==> config.mk <==
export PLATFORM = sky130hd
export DESIGN_NAME = cbpg_seq
export DESIGN_NICKNAME = d
export VERILOG_FILES = /design/src/rtl/cbpg_pkg.sv /design/src/rtl/cbpg_seq.sv
export SDC_FILE = /design/constraint.sdc
export NUM_CORES = 1
export LEC_CHECK = 0
export BUFFER_PORTS_ARGS = -buffer_cell sky130_fd_sc_hd__buf_2
export CAP_MARGIN = 25
export CORE_AREA = 2 2 317 319
export CTS_CLUSTER_DIAMETER = 40
export DETAILED_ROUTE_END_ITERATION = 7
export DIE_AREA = 0 0 319 321
export GPL_TIMING_DRIVEN = 1
export PLACE_DENSITY = 0.32
export SLEW_MARGIN = 15
export SYNTH_ARGS = -nofsm -noshare
export SYNTH_HDL_FRONTEND = slang
export SYNTH_SLANG_ARGS = --single-unit
==> constraint.sdc <==
create_clock -name clk -period 19.3 [get_ports clk]
set_input_delay 2.895 -clock clk [delete_from_list [all_inputs] [get_ports clk]]
set_output_delay 2.895 -clock clk [all_outputs]
set_load 0.05 [all_outputs]
==> src/rtl/cbpg_pkg.sv <==
// ----------------------------------------------------------------------------
// Cubic Bezier point generator package
// Shared widths, reset values and transaction types of the point generator.
// ----------------------------------------------------------------------------
package cbpg_pkg;

  // Coordinate width is fixed by the transaction types below.
  localparam int CBPG_CW    = 32;
  localparam int CBPG_IDX_W = 6;
  localparam int CBPG_REM_W = CBPG_IDX_W + 1;

  localparam logic [CBPG_IDX_W-1:0] CBPG_SEG_RESET = 6'd20;

  // One curve: four control points, x/y/z each.
  typedef struct packed {
    logic signed [CBPG_CW-1:0] p0_x;
    logic signed [CBPG_CW-1:0] p0_y;
    logic signed [CBPG_CW-1:0] p0_z;
    logic signed [CBPG_CW-1:0] p1_x;
    logic signed [CBPG_CW-1:0] p1_y;
    logic signed [CBPG_CW-1:0] p1_z;
    logic signed [CBPG_CW-1:0] p2_x;
    logic signed [CBPG_CW-1:0] p2_y;
    logic signed [CBPG_CW-1:0] p2_z;
    logic signed [CBPG_CW-1:0] p3_x;
    logic signed [CBPG_CW-1:0] p3_y;
    logic signed [CBPG_CW-1:0] p3_z;
  } cbpg_in_t;

  // One evaluated point.
  typedef struct packed {
    logic signed [CBPG_CW-1:0] curve_x;
    logic signed [CBPG_CW-1:0] curve_y;
    logic signed [CBPG_CW-1:0] curve_z;
    logic [CBPG_IDX_W-1:0]     point_index;
    logic                      last_point;
  } cbpg_out_t;

  // Control that travels with each point through the pipeline.
  typedef struct packed {
    logic                  valid;
    logic [CBPG_IDX_W-1:0] idx;
    logic                  last;
  } cbpg_ctl_t;

endpackage

==> src/rtl/cbpg_seq.sv <==
// ----------------------------------------------------------------------------
// Point sequencer
// Holds one curve and issues one sample index and its parameter t per cycle.
// ----------------------------------------------------------------------------
module cbpg_seq
  import cbpg_pkg::*;
#(
  parameter int FRAC_BITS = 16
) (
  input  logic                   clk,
  input  logic                   rst_n,
  input  logic                   accept,
  input  cbpg_in_t               in_pts,
  input  logic [CBPG_IDX_W-1:0]  n_eff,
  input  logic [FRAC_BITS:0]     step_q,
  input  logic [CBPG_IDX_W-1:0]  step_r,
  output logic                   running,
  output cbpg_ctl_t              out_ctl,
  output logic [FRAC_BITS:0]     out_t,
  output cbpg_in_t               out_pts
);

  localparam int WW = FRAC_BITS + 1;

  typedef enum logic [1:0] {
    ST_IDLE = 2'b01,
    ST_RUN  = 2'b10
  } seq_state_t;

  seq_state_t            state_r, state_nxt;
  logic [CBPG_IDX_W-1:0] idx_r, idx_nxt;
  logic [CBPG_IDX_W-1:0] n_r, n_nxt;
  logic [WW-1:0]         t_r, t_nxt;
  logic [CBPG_REM_W-1:0] rem_r, rem_nxt;
  cbpg_in_t              pts_r, pts_nxt;
  logic [CBPG_REM_W-1:0] rem_sum;
  logic                  carry;

  // t advances by the integer step plus a carry from the running remainder,
  // which keeps t equal to floor(i * 2^F / n) exactly.
  always_comb begin
    rem_sum   = rem_r + {1'b0, step_r};
    carry     = (rem_sum >= {1'b0, n_r});
    state_nxt = state_r;
    idx_nxt   = idx_r;
    n_nxt     = n_r;
    t_nxt     = t_r;
    rem_nxt   = rem_r;
    pts_nxt   = pts_r;
    case (state_r)
      ST_IDLE: begin
        if (accept) begin
          state_nxt = ST_RUN;
          idx_nxt   = '0;
          n_nxt     = n_eff;
          t_nxt     = '0;
          rem_nxt   = '0;
          pts_nxt   = in_pts;
        end
      end
      ST_RUN: begin
        if (idx_r == n_r) begin
          state_nxt = ST_IDLE;
        end else begin
          idx_nxt = idx_r + 1'b1;
          rem_nxt = carry ? (rem_sum - {1'b0, n_r}) : rem_sum;
          t_nxt   = t_r + step_q + WW'(carry);
        end
      end
      default: begin
        state_nxt = ST_IDLE;
      end
    endcase
  end

  always_ff @(posedge clk) begin
    if (!rst_n) begin
      state_r <= ST_IDLE;
    end else begin
      state_r <= state_nxt;
    end
    idx_r <= idx_nxt;
    n_r   <= n_nxt;
    t_r   <= t_nxt;
    rem_r <= rem_nxt;
    pts_r <= pts_nxt;
  end

  assign running       = (state_r == ST_RUN);
  assign out_ctl.valid = (state_r == ST_RUN);
  assign out_ctl.idx   = idx_r;
  assign out_ctl.last  = (idx_r == n_r);
  assign out_t         = t_r;
  assign out_pts       = pts_r;

endmodule

==> impl_metrics.ini <==
[clocking]
clock_latency_ns = 0.65
numCtsBuffers = 91
cts.sinks = 422
root_buffer = clkbuf_16
clk_path_buf_depth = 3
cts_hold_buf = 0
cts_resized = 0
cts_setup_buffers = 0
cts.clk_slew.worst_paths_ns = 0.04
cts_tree = built
h-tree-depth = 3

[worst_setup_path]
critPathArrivalTime_ns = 7.31
start_kind = input port
slowest_stage = a2111oi_1
rr_endpoint = out_t[16]
r2r-start = rem_r[0]
cp-end-kind = flop
cp_num_cells = 22
path_max_fanout = 7
path_class = input port to flop
worstPathCellList = buf_2 -> ha_1 -> inv_1 -> fa_1 -> nor2b_1 -> o21a_1 -> o21a_1 -> nor2_1 -> ha_1 -> nand3_1 -> nor2_1 -> a211oi_1 -> a21boi_1 -> nor2_4 -> fa_1 -> fa_1 -> nor2b_4 -> o31a_4 -> o31ai_4 -> a2111oi_1 -> or3_1 -> a21oi_1
critPathMostFrequentCell = fa_1
critPathMaxStageDelay_ns = 0.44
r2r_cells = 21
critPathRequiredTime_ns = 19.67
path_buf_inv = 2
ff2ff_setup_slack_ns = 14.39
crit_family = adder cells
crit_start = step_r[0]
worstSetupEndpoint = out_t[16]

[sta]
hold_violations = 0
worstMarginPinSlew_ns = 1.01
skew_ns = 0.0216
maxSlewHeadroom = 0.328
tns_ns = 0
min_period_over_period = 0.360
fin_crit_ns = 6.94
fmax_ghz = 0.144
finalSetupViolations = 0
rsz0062_at_grt = false
drv_slew = 0

[global_routing]
grt_max_degree = 78
grt.overflow.total = 0
antenna_found_initial = 40
grt_pass1_wl_um = 82400
grt_use_total = 0.115
grt_pass1_vias = 10886

[layout]
final_nets = 2041
multi_input_area_mm2 = 0.00165
drive_above_1_share = 0.593
fill_cells = 10643
ff_latch_area_mm2 = 0.0127
syn_to_final_growth_pct = 61.6
fin_util = 0.235

[yosys]
synth.avg_cell_area_um2 = 21.5
ys_seq_area_frac = 0.877
syn_nets = 1120
synth_cell_type_count = 52
ys_seq_elements = 422
syn_area_mm2 = 0.0144
yosysWarnings = 0
synth_cells = 672

[power]
seqPwrFrac = 0.359
switching_power_mw = 0.886
p_leak_nw = 9.56
ir_worst_vdd_uv = 74.8
pwr-share-clk = 0.501
swShare = 0.287
cell_internal_pwr_mw = 2.20
p_comb_frac = 0.139
p_per_area_mw_per_mm2 = 132

[job]
maxCapViolations = 0

[floorplanning]
fp.dieArea_mm2 = 0.102
dieWidth_um = 319
core-area_mm2 = 0.0993
rows = 116
fp.dieH_um = 321
io_pins = 826
start_util = 0.145

[hold_path]
min_path_type = flop to flop

[route]
drcViolationCount = 0
routed_wl_um = 60400
ant_nets = 0
drt_iter0_drc = 434
wire_per_inst_um = 20.4
vias = 9995
via_per_inst = 3.37
first_pass_iters = 5

[place]
dp_hpwl_um = 48000
portBuffers = 825
gp_congestion = 0.774

[status]
status = finished, final reports clean
## cell type report
| class | count | share of cell area |
|---|---|---|
| clock inverters | 66 | 0.0331 |
| inverters | 24 | 0.00386 |
| well taps | 1298 | 0.0697 |
| clock buffers | 96 | 0.0985 |
| multi-input cells | 220 | 0.0710 |
| diodes | 6 | 0.000644 |
| repair buffers | 834 | 0.181 |
| flip-flops and latches | 422 | 0.543 |
## worst min path at each step
stage | endpoint | start | slack [ns] | cells past startpoint
3_3_place_gp | out_pts[139] | state_r[1] | 0.64 | 1
4_1_cts | out_pts[139] | state_r[1] | 0.66 | 1
3_5_place_dp | out_pts[139] | state_r[1] | 0.66 | 1
6_report | idx_r[5] | idx_r[5] | 0.67 | 2
2_1_floorplan | rem_r[0] | rem_r[0] | 0.67 | 2
5_1_grt | out_pts[139] | state_r[1] | 0.68 | 1
## state kept, by name (all words and copies together), names as in the netlist
| register | flops |
|---|---|
| out_pts | 384 |
| out_t | 17 |
| rem_r | 7 |
| idx_r | 6 |
| n_r | 6 |
| state_r | 2 |
## power groups by stage
stage          sequential [mW]  clock [mW]  combinational [mW]
2_1_floorplan             1.35           0              0.0826
3_3_place_gp              1.13           0               0.437
3_5_place_dp              1.13           0               0.437
4_1_cts                   1.11        1.60               0.438
5_1_grt                   1.12        1.64               0.456
6_report                  1.11        1.55               0.430
## metrics by stage
stage | hold WS [ns] | power (mW) | instance area [um^2] | std cells | setup slack, ns
3_5_place_dp | 0.664 | 1.56 | 20200 | 2797 | 11.71
5_1_grt | 0.680 | 3.22 | 23300 | 2963 | 12.01
4_1_cts | 0.663 | 3.15 | 23300 | 2959 | 12.42
6_report | 0.667 | 3.09 | 23300 | 2966 | 12.36
3_3_place_gp | 0.642 | 1.56 | 20200 | 2797 | 11.75
2_1_floorplan | 0.672 | 1.43 | 14400 | 672 | 5.68
## layout by cell type, fill, tap and decap left out, drive strengths merged, types with 5 or more instances in the layout
cell type,Yosys,layout
o21ai,13,13
bufinv,0,11
inv,24,29
clkbuf,5,96
nand2b,6,6
clkinv,0,36
or3,5,5
a211oi,6,6
xor2,6,6
edfxtp,420,420
diode,0,6
nand2,17,17
xnor2,15,15
nor2,27,27
nor3,17,17
a21o,7,7
clkinvlp,0,14
buf,1,834
o21a,9,9
ha,28,28
nand3,7,7
a21oi,16,16
## layer usage
metal,vias to the layer above,wire length (um),GRT usage
met3,150,6220,0.0561
met4,48,2190,0.0519
met1,4760,20600,0.116
li1,4528,-,-
met2,509,31100,0.199
met5,-,290,0
## worst register-to-register path, delay by kind of cell, from the launching register on
family          cells  cell delay (ns)
buf+inv             1             0.05
fa+ha+maj           5             1.83
compound gates      8             1.55
simple gates        7             0.90
flops               1             0.33
## Yosys cell counts, drive strengths merged
master   instances  area [um^2]
nor2b            4         32.5
nand4            1         6.26
a21o             7         52.6
o22ai            1         6.26
o21a             9         67.6
o21ai           13         65.1
o31ai            1         21.3
or2              1         6.26
xor2             6         52.6
dfxtp            2         40.0
o2111ai          3         38.8
and3             1         6.26
and2b            1         8.76
fa               4         80.1
nand2b           6         37.5
o211ai           3         22.5
nor3            17         90.1
nand2           17         63.8
mux2             1         11.3
o21bai           1         7.51
o211a            1         10.0
ha              28          350
nor2            27          109
or4b             1         10.0
nand3b           2         15.0
inv             24         90.1
o311ai           1         8.76
a221oi           1         8.76
xnor2           15          131
clkbuf           5         38.8
nand3            7         35.0
a2111oi          1         10.0
buf              1         7.51
a32o             1         10.0
or3              5         31.3
a21boi           2         15.0
o31a             2         26.3
a211oi           6         50.1
and2             3         18.8
mux2i            4         40.0
edfxtp         420        12600
a21oi           16         83.8
## kinds of logic (layout without fill, tap and decap cells)
| kind of cell | after synthesis | in the layout | share of synthesized area |
|---|---|---|---|
| multiplexers | 5 | 5 | 0.00356 |
| XOR/XNOR | 21 | 21 | 0.0127 |
| buffers and inverters | 30 | 1020 | 0.00945 |
| flip-flops | 422 | 422 | 0.877 |
| AND/OR/NAND/NOR | 93 | 93 | 0.0326 |
| other | 0 | 6 | 0 |
| AO/OA/AOI/OAI | 69 | 69 | 0.0349 |
| adder cells (fa/ha/maj) | 32 | 32 | 0.0298 |
Power figures use the tool's default switching activity.
