`src/rtl/cbpg_pkg.sv`:
```
// ----------------------------------------------------------------------------
// Cubic Bezier point generator package
// Shared widths, reset values and transaction types of the point generator.
// ----------------------------------------------------------------------------
package cbpg_pkg;

  // Coordinate width is fixed by the transaction types below.
  localparam int CBPG_CW    = 32;
  localparam int CBPG_IDX_W = 6;
  localparam int CBPG_REM_W = CBPG_IDX_W + 1;

  localparam logic [CBPG_IDX_W-1:0] CBPG_SEG_RESET = 6'd20;

  // One curve: four control points, x/y/z each.
  typedef struct packed {
    logic signed [CBPG_CW-1:0] p0_x;
    logic signed [CBPG_CW-1:0] p0_y;
    logic signed [CBPG_CW-1:0] p0_z;
    logic signed [CBPG_CW-1:0] p1_x;
    logic signed [CBPG_CW-1:0] p1_y;
    logic signed [CBPG_CW-1:0] p1_z;
    logic signed [CBPG_CW-1:0] p2_x;
    logic signed [CBPG_CW-1:0] p2_y;
    logic signed [CBPG_CW-1:0] p2_z;
    logic signed [CBPG_CW-1:0] p3_x;
    logic signed [CBPG_CW-1:0] p3_y;
    logic signed [CBPG_CW-1:0] p3_z;
  } cbpg_in_t;

  // One evaluated point.
  typedef struct packed {
    logic signed [CBPG_CW-1:0] curve_x;
    logic signed [CBPG_CW-1:0] curve_y;
    logic signed [CBPG_CW-1:0] curve_z;
    logic [CBPG_IDX_W-1:0]     point_index;
    logic                      last_point;
  } cbpg_out_t;

  // Control that travels with each point through the pipeline.
  typedef struct packed {
    logic                  valid;
    logic [CBPG_IDX_W-1:0] idx;
    logic                  last;
  } cbpg_ctl_t;

endpackage

```
`src/rtl/cbpg_recip.sv`:
```
// ----------------------------------------------------------------------------
// Step size divider
// Restoring divider that forms floor(2^F / n) and 2^F mod n, one bit a cycle.
// ----------------------------------------------------------------------------
module cbpg_recip
  import cbpg_pkg::*;
#(
  parameter int FRAC_BITS = 16
) (
  input  logic                   clk,
  input  logic                   rst_n,
  input  logic                   start,
  input  logic [CBPG_IDX_W-1:0]  den,
  output logic                   busy,
  output logic [FRAC_BITS:0]     quo,
  output logic [CBPG_IDX_W-1:0]  rem
);

  localparam int WW    = FRAC_BITS + 1;
  localparam int CNT_W = $clog2(WW + 1);

  logic                  run_r, run_nxt;
  logic [CNT_W-1:0]      cnt_r, cnt_nxt;
  logic [CBPG_REM_W-1:0] rem_r, rem_nxt;
  logic [WW-1:0]         quo_r, quo_nxt;
  logic [CBPG_REM_W-1:0] shifted;
  logic                  qbit;

  // The dividend is a single one in its top bit, so only the first step
  // shifts in a one.
  always_comb begin
    shifted = {rem_r[CBPG_IDX_W-1:0], (cnt_r == '0)};
    qbit    = (shifted >= {1'b0, den});
    run_nxt = run_r;
    cnt_nxt = cnt_r;
    rem_nxt = rem_r;
    quo_nxt = quo_r;
    if (start) begin
      run_nxt = 1'b1;
      cnt_nxt = '0;
      rem_nxt = '0;
      quo_nxt = '0;
    end else if (run_r) begin
      rem_nxt = qbit ? (shifted - {1'b0, den}) : shifted;
      quo_nxt = {quo_r[WW-2:0], qbit};
      cnt_nxt = cnt_r + 1'b1;
      if (cnt_r == CNT_W'(WW - 1)) begin
        run_nxt = 1'b0;
      end
    end
  end

  always_ff @(posedge clk) begin
    if (!rst_n) begin
      run_r <= 1'b0;
      cnt_r <= '0;
    end else begin
      run_r <= run_nxt;
      cnt_r <= cnt_nxt;
    end
    rem_r <= rem_nxt;
    quo_r <= quo_nxt;
  end

  assign busy = run_r;
  assign quo  = quo_r;
  assign rem  = rem_r[CBPG_IDX_W-1:0];

endmodule

```
`config.mk`:
```
export PLATFORM = sky130hd
export DESIGN_NAME = cbpg_recip
export DESIGN_NICKNAME = d
export VERILOG_FILES = /design/src/rtl/cbpg_pkg.sv /design/src/rtl/cbpg_recip.sv
export SDC_FILE = /design/constraint.sdc
export NUM_CORES = 1
export LEC_CHECK = 0
export BUFFER_PORTS_ARGS = -buffer_cell sky130_fd_sc_hd__buf_2
export CORE_MARGIN = 2
export CORE_UTILIZATION = 40
export CTS_BUF_LIST = sky130_fd_sc_hd__clkbuf_8
export DETAILED_ROUTE_END_ITERATION = 6
export PLACE_DENSITY = 0.64
export SETUP_SLACK_MARGIN = 0.2
export SLEW_MARGIN = 20
export SYNTH_ARGS = -nofsm -noshare
export SYNTH_HDL_FRONTEND = slang
export SYNTH_SLANG_ARGS = --single-unit
```
`constraint.sdc`:
```
create_clock -name clk -period 3.4 [get_ports clk]
set_clock_uncertainty 0.15 [all_clocks]
set_input_delay 1.02 -clock clk [delete_from_list [all_inputs] [get_ports clk]]
set_output_delay 1.02 -clock clk [all_outputs]
set_load 0.01 [all_outputs]
```
==> results of run 1 <==
## layout make-up
class,instances,share of cell area
Inverter,9,0.01849
Multi-Input combinational cell,124,0.4836
Sequential cell,29,0.3178
Clock inverter,1,0.002740
Clock buffer,7,0.05274
Timing Repair Buffer,33,0.09178
Tap cell,48,0.03288
## layer usage
layer,wire [um],share of wire,up-vias
met5,0,0,-
met4,59,0.019,0
met3,178,0.057,6
met2,1368,0.44,28
li1,-,-,662
met1,1513,0.49,571
## how the worst min path moves through the flow
stage	start	endpoint
2_1_floorplan	cnt_r[4]	cnt_r[4]
3_3_place_gp	quo[16]	quo[16]
3_5_place_dp	quo[16]	quo[16]
4_1_cts	quo[16]	quo[16]
5_1_grt	quo[0]	quo[0]
6_report	quo[16]	quo[16]
## worst max-delay path: stages
cell	delay (ns)
buf_2	0.07
inv_1	0.03
ha_1	0.37
a211oi_2	0.26
nand2_1	0.11
nor3_1	0.51
o221ai_1	0.19
## cells in the final DEF (no fill, tap or decap), types with 2 or more instances in the layout
master and instances:
nor2_1 33, buf_2 32, dfxtp_1 29, mux2i_1 17
inv_1 9, ha_1 9, clkbuf_8 7, nand2_1 6
nand2b_1 5, nand4_1 4, a21oi_1 4, nor3b_1 4
xor2_1 3, xnor2_1 3, a41oi_1 3, o31ai_1 3
nand3_1 2, a211oi_2 2, nor3_1 2, a211oi_1 2
o21a_1 2, nor2b_1 2
## registers in the layout (all words and copies together), names as in the netlist
| register | cells |
|---|---|
| rem_r | 6 |
| cnt_r | 5 |
| quo | 17 |
| busy | 1 |
## cells in the mapped netlist (3+ instances only)
| master | instances | area (sq um) |
|---|---|---|
| o31ai_1 | 3 | 22.52 |
| ha_1 | 9 | 112.6 |
| nand4_1 | 4 | 25.02 |
| xor2_1 | 3 | 26.28 |
| nand2b_1 | 5 | 31.28 |
| a41oi_1 | 3 | 26.28 |
| clkbuf_1 | 5 | 18.77 |
| buf_2 | 3 | 15.01 |
| inv_1 | 9 | 33.78 |
| dfxtp_1 | 29 | 580.6 |
| xnor2_1 | 3 | 26.28 |
| a21oi_1 | 4 | 20.02 |
| nor3b_1 | 4 | 30.03 |
| nand2_1 | 6 | 22.52 |
| nor2_1 | 33 | 123.9 |
| mux2i_1 | 17 | 170.2 |
## logic make-up (layout without fill, tap and decap cells)
| kind of cell | Yosys count | count (layout) | synth area share |
|---|---|---|---|
| simple gates | 66 | 66 | 0.2141 |
| flops | 29 | 29 | 0.3791 |
| compound gates | 25 | 25 | 0.1307 |
| mux | 17 | 17 | 0.1111 |
| buf+inv | 17 | 50 | 0.04411 |
| fa+ha+maj | 10 | 10 | 0.08660 |
| xor+xnor | 6 | 6 | 0.03432 |
## stage by stage
| stage | util | power [mW] |
|---|---|---|
| final | 0.4990 | 0.8090 |
| after global routing | 0.4990 | 0.8626 |
| after CTS | 0.4990 | 0.8253 |
| after detailed placement | 0.4713 | 0.5094 |
| after global placement | 0.4713 | 0.5064 |
| after floorplan | - | 0.4736 |
## where the power goes
part | switching [mW] | internal [mW] | total [mW] | leakage (nW)
registers | 0.0127 | 0.349 | 0.362 | 0.235
logic | 0.0797 | 0.0604 | 0.140 | 0.544
clock network | 0.125 | 0.182 | 0.307 | 0.0542
==> summary.txt, run 1 <==
Clock network
  • Hold-fix buffers, CTS: 0
  • Num CTS Buffers: 5
  • Clock root cell: clkbuf_8
  • Post-CTS setup buffers: 0
  • Clk_lat worst skew: 0.28 ns
  • CTS max path bufs: 2
  • Clk slew on worst S/H paths: ~0.06 ns
  • CTS tree: yes
  • PostCTS Resize Cnt: 0
  • H-tree levels: 2
  • Clock sink total: 29

Synth
  • Cell count after synthesis: 170
  • Post-synth EDFFs: 0
  • Synth Warn #: 0
  • Register area share after synthesis: 0.3791
  • Post-synthesis register bit count: 29
  • Async SR Flop Fraction: 0
  • Synthesized area: 1531 sq um
  • Synthesized Nets: 189
  • Main synth FF type: dfxtp_1
  • Mapped Avg Cell Area: 9.009 sq um
  • Yosys cell types: 40

Cells and area
  • Seq. cell area: ~580 sq um
  • Diodes inserted: 0
  • Design Area, Final: about 1800 sq um
  • Layout cells sized above 1: 0.2315
  • Multi-input gate area: 883.3 sq um
  • Filler cells: 373
  • Layout Cells excl Fill: between 200 and 300
  • Synthesis-to-finish area growth: 19.28%
  • Fin nets: 221

Global routing
  • Remaining global-route overflow: 0
  • Initial antenna violation count: 0
  • Most Used Layer, Global Route: met2
  • Largest net degree at the start of global routing: 32
  • Met3 usage: 0.06303
  • Global-route wire length before repair: 5306 um
  • Met2 usage: 0.2563
  • Vias in the first global route: 1201
  • GRT Resource Usage Total: 0.1655
  • Met1 Resource Use GR: 0.2011

Placement
  • GP Congestion: 0.8045
  • Placed Instance Area: between 1500 and 2000 sq um
  • PortBufs: 32
  • Post-DP HPWL: about 2300 um
  • Setup WS pre-CTS: 0.5433 ns
  • Dpl cells: 243

Pwr
  • Pwr dens: approximately 440 nW/um^2
  • Maximum vdd drop: 0.2957 mV
  • Static leakage: 0.8334 nW

Floorplan
  • I/O Pins: 33
  • # rows: 22
  • Die width: ~66 um
  • Die area: about 4300 sq um
  • Initial Utilization: 0.4183
  • Die Ht: 65.88 um
  • Core Box Area: between 3000 and 4000 sq um

Critical path
  • CP Launch Type: primary input
  • Worst path arrival time: 2.57 ns
  • Crit path launch: den[5]
  • WP data required: roughly 3.4 ns
  • Reg-to-Reg End: rem_r[1]
  • Flop2flop setup slack: 1.13 ns
  • Register-to-Register Path Depth: 8
  • Crit Path Category: in -> reg
  • R2R Path Start: cnt_r[0]
  • CP Capture Type: flip-flop
  • Crit path capture: rem_r[1]
  • Worst Path Max Fanout: 7

Drt
  • # DRC: 0
  • DRT Wirelength: roughly 3100 um
  • First drt pass iteration count: 4
  • Vias: between 1000 and 1500
  • DRT antenna net count: 0
  • Mean routed wirelength per cell: 12.43 um
  • Iter 0 DRT Violations: 50
  • Routed vias/inst: 5.048

Timing
  • Final critical-path share of the clock period: 0.7592
  • FMAX: 0.3874 GHz
  • Final Hold Fails: 0
  • Min Tclk post-route: about 2.6 ns
  • PnR worst setup slack: 0.8188 ns
  • Final setup viols: 0
  • Slew margin rel.: 0.5878
  • Worst-margin pin slew: 0.6174 ns
  • Final Max Slew Viols: 0
  • RSZ-0062 raised after global routing: no
  • Fin Hold WS: 0.3401 ns
  • Fin Setup TNS: 0 ns

Flow run
  • Max-Cap Viols: 0

Outcome
  • Outcome: finished, final reports clean

Min path
  • Hold path depth: 2
  • Tightest Hold Check Type: reg -> reg
No activity file was read; power rests on OpenSTA's default activity.
==> run 2, diff against run 1 <==
PLACE_DENSITY = 0.66   (was 0.64)
clock period = 2.35 ns   (was 3.4 ns; I/O delays follow)
==> run 2 against run 1 <==
Against the previous run:
- hold slack worse by 0.0029 ns
- register-to-register slack got worse by 0.83 ns
- final area is 10% higher
- combinational power grew 89%
- cell count rose by 2.4%
- total power rose by 61%
- routed wire length is 4.6% higher
- worst setup slack worse by 0.57 ns
- global-route usage shrank 0.29 points
- clock-buffer cell count down 1
- die area stayed put
==> summary.txt, run 2 (synthesis results as in run 1) <==
Outcome
  • Outcome: finished, final reports clean

Drt
  • Vias: 1315
  • Routed vias/inst: 5.117
  • Mean routed wirelength per cell: roughly 13 um
  • # DRC: 0
  • First drt pass iteration count: 4
  • DRT antenna net count: 0
  • Iter 0 DRT Violations: 37
  • DRT Wirelength: 3263 um

Critical path
  • Crit-path leading delay family: compound AO/OA/AOI/OAI gates
  • Bufs and invs on worst path: 2
  • Crit path launch: den[4]
  • Slowest CP cell: ha_1
  • Crit path largest cell delay: roughly 0.38 ns
  • CP Launch Type: primary input
  • Register-to-Register Path Depth: 9
  • Flop2flop setup slack: 0.30 ns
  • Worst-path cell chain: buf_2 -> inv_1 -> ha_1 -> nor2b_1 -> a221o_2 -> a211oi_1 -> o31ai_1
  • R2R Path Start: cnt_r[0]
  • CP Capture Type: flip-flop
  • WP data required: 2.35 ns
  • Crit Path Category: in -> reg
  • Crit path capture: rem_r[5]
  • Worst path arrival time: 2.11 ns
  • WP depth: 7
  • Worst Path Max Fanout: 5
  • Reg-to-Reg End: rem_r[2]

Timing
  • Fin Setup TNS: 0 ns
  • RSZ-0062 raised after global routing: yes
  • Fin Hold WS: 0.3371 ns
  • Final critical-path share of the clock period: 0.8947
  • Final Hold Fails: 0
  • Worst-margin pin slew: around 0.53 ns
  • Final Max Slew Viols: 0
  • FMAX: between 0.4 and 0.5 GHz
  • Final setup viols: 0
  • Slew margin rel.: 0.6490
  • Min Tclk post-route: 2.103 ns

Floorplan
  • Initial Utilization: 0.4183
  • I/O Pins: 33
  • Die width: ~66 um
  • Core Box Area: 3661 sq um
  • # rows: 22
  • Die area: 4340 sq um
  • Die Ht: 65.88 um

Clock network
  • CTS tree: yes
  • H-tree levels: 2
  • CTS max path bufs: 2
  • Clock sink total: 29
  • Hold-fix buffers, CTS: 0
  • Num CTS Buffers: 5
  • Clk_lat worst skew: 0.27 ns
  • Clk slew on worst S/H paths: 0.06 ns
  • Clock root cell: clkbuf_8

Placement
  • PortBufs: 32
  • Post-DP HPWL: approximately 2200 um
  • GP Congestion: 0.7927

Flow run
  • Max-Cap Viols: 0

Pwr
  • Maximum vdd drop: 0.3547 mV
  • Static leakage: 0.8987 nW
  • Pwr dens: 648.2 nW/um^2

Cells and area
  • Multi-input gate area: 1005 sq um
  • Fin nets: 227
  • Most common cell after layout, fill and taps aside: buf_2
  • Diodes inserted: 0
  • Max reg flops: 17
  • Synthesis-to-finish area growth: 31.54%
  • Layout cells sized above 1: 0.3493
  • Most frequent cells in the layout: buf_2 (32), nor2_1 (30), dfxtp_1 (27)
  • Filler cells: 342
  • Seq. cell area: roughly 580 sq um

Global routing
  • Initial antenna violation count: 0
  • Remaining global-route overflow: 0
  • GRT Resource Usage Total: 0.1626
  • Vias in the first global route: 1240
  • Global-route wire length before repair: about 5600 um
  • Largest net degree at the start of global routing: 33

Min path
  • Tightest Hold Check Type: reg -> reg
run 2: per-layer routing:
metal / routed length [um] / track usage
met5: 0 / 0
met4: 22 / 0.04948
met3: 140 / 0.03578
met2: 1483 / 0.2551
met1: 1617 / 0.2222
run 2: cell type report:
class                   instances  area share
multi-input cells             124      0.4988
flip-flops and latches         29      0.2894
repair buffers                 39      0.1075
clock buffers                   6     0.04099
well taps                      48     0.02981
clock inverters                 2     0.01677
inverters                       9     0.01677
run 2: power breakdown:
part           internal, mW  switching (mW)  total (mW)
Sequential            0.505          0.0121       0.517
Clock                 0.341           0.184       0.524
Combinational         0.116           0.148       0.264
Total                 0.962           0.344        1.31
run 2: worst min path at each step:
stage,startpoint,to,slack [ns],cells past startpoint
CTS,quo[16],quo[16],0.35,2
detailed placement,quo[16],quo[16],0.33,2
finish,quo[16],quo[16],0.34,2
floorplan,cnt_r[4],cnt_r[4],0.34,2
global placement,quo[16],quo[16],0.33,2
global route,quo[16],quo[16],0.39,2
run 2: what timing repair did:
action | 4_1_cts | 5_1_grt
setup buffers | 4 | 1
hold endpoints to repair | 0 | 0
pin swaps | 6 | 9
endpoints found under the setup margin | 2 | 7
resized for setup | 10 | 17
run 2: worst reg2reg max path, stage by stage (launching register included):
cell and delay, ns:
dfxtp_2 0.32, inv_2 0.06, ha_4 0.13, nand3b_1 0.11, buf_6 0.15, ha_4 0.15
nand2b_4 0.15, a211oi_4 0.35, o311ai_2 0.14, a311oi_1 0.25
run 2: stage by stage:
| step | instances | util | total power, mW | setup slack [ns] | instance area, sq um |
|---|---|---|---|---|---|
| 2_1_floorplan | 170 | - | 0.6868 | 0.2079 | 1536 |
| 3_3_place_gp | 244 | 0.4747 | 0.7423 | -0.007668 | 1738 |
| 3_5_place_dp | 244 | 0.4747 | 0.7406 | -0.02487 | 1738 |
| 4_1_cts | 256 | 0.5273 | 1.293 | 0.2123 | 1931 |
| 5_1_grt | 257 | 0.5502 | 1.371 | 0.1861 | 2014 |
| 6_report | 257 | 0.5502 | 1.306 | 0.2474 | 2014 |
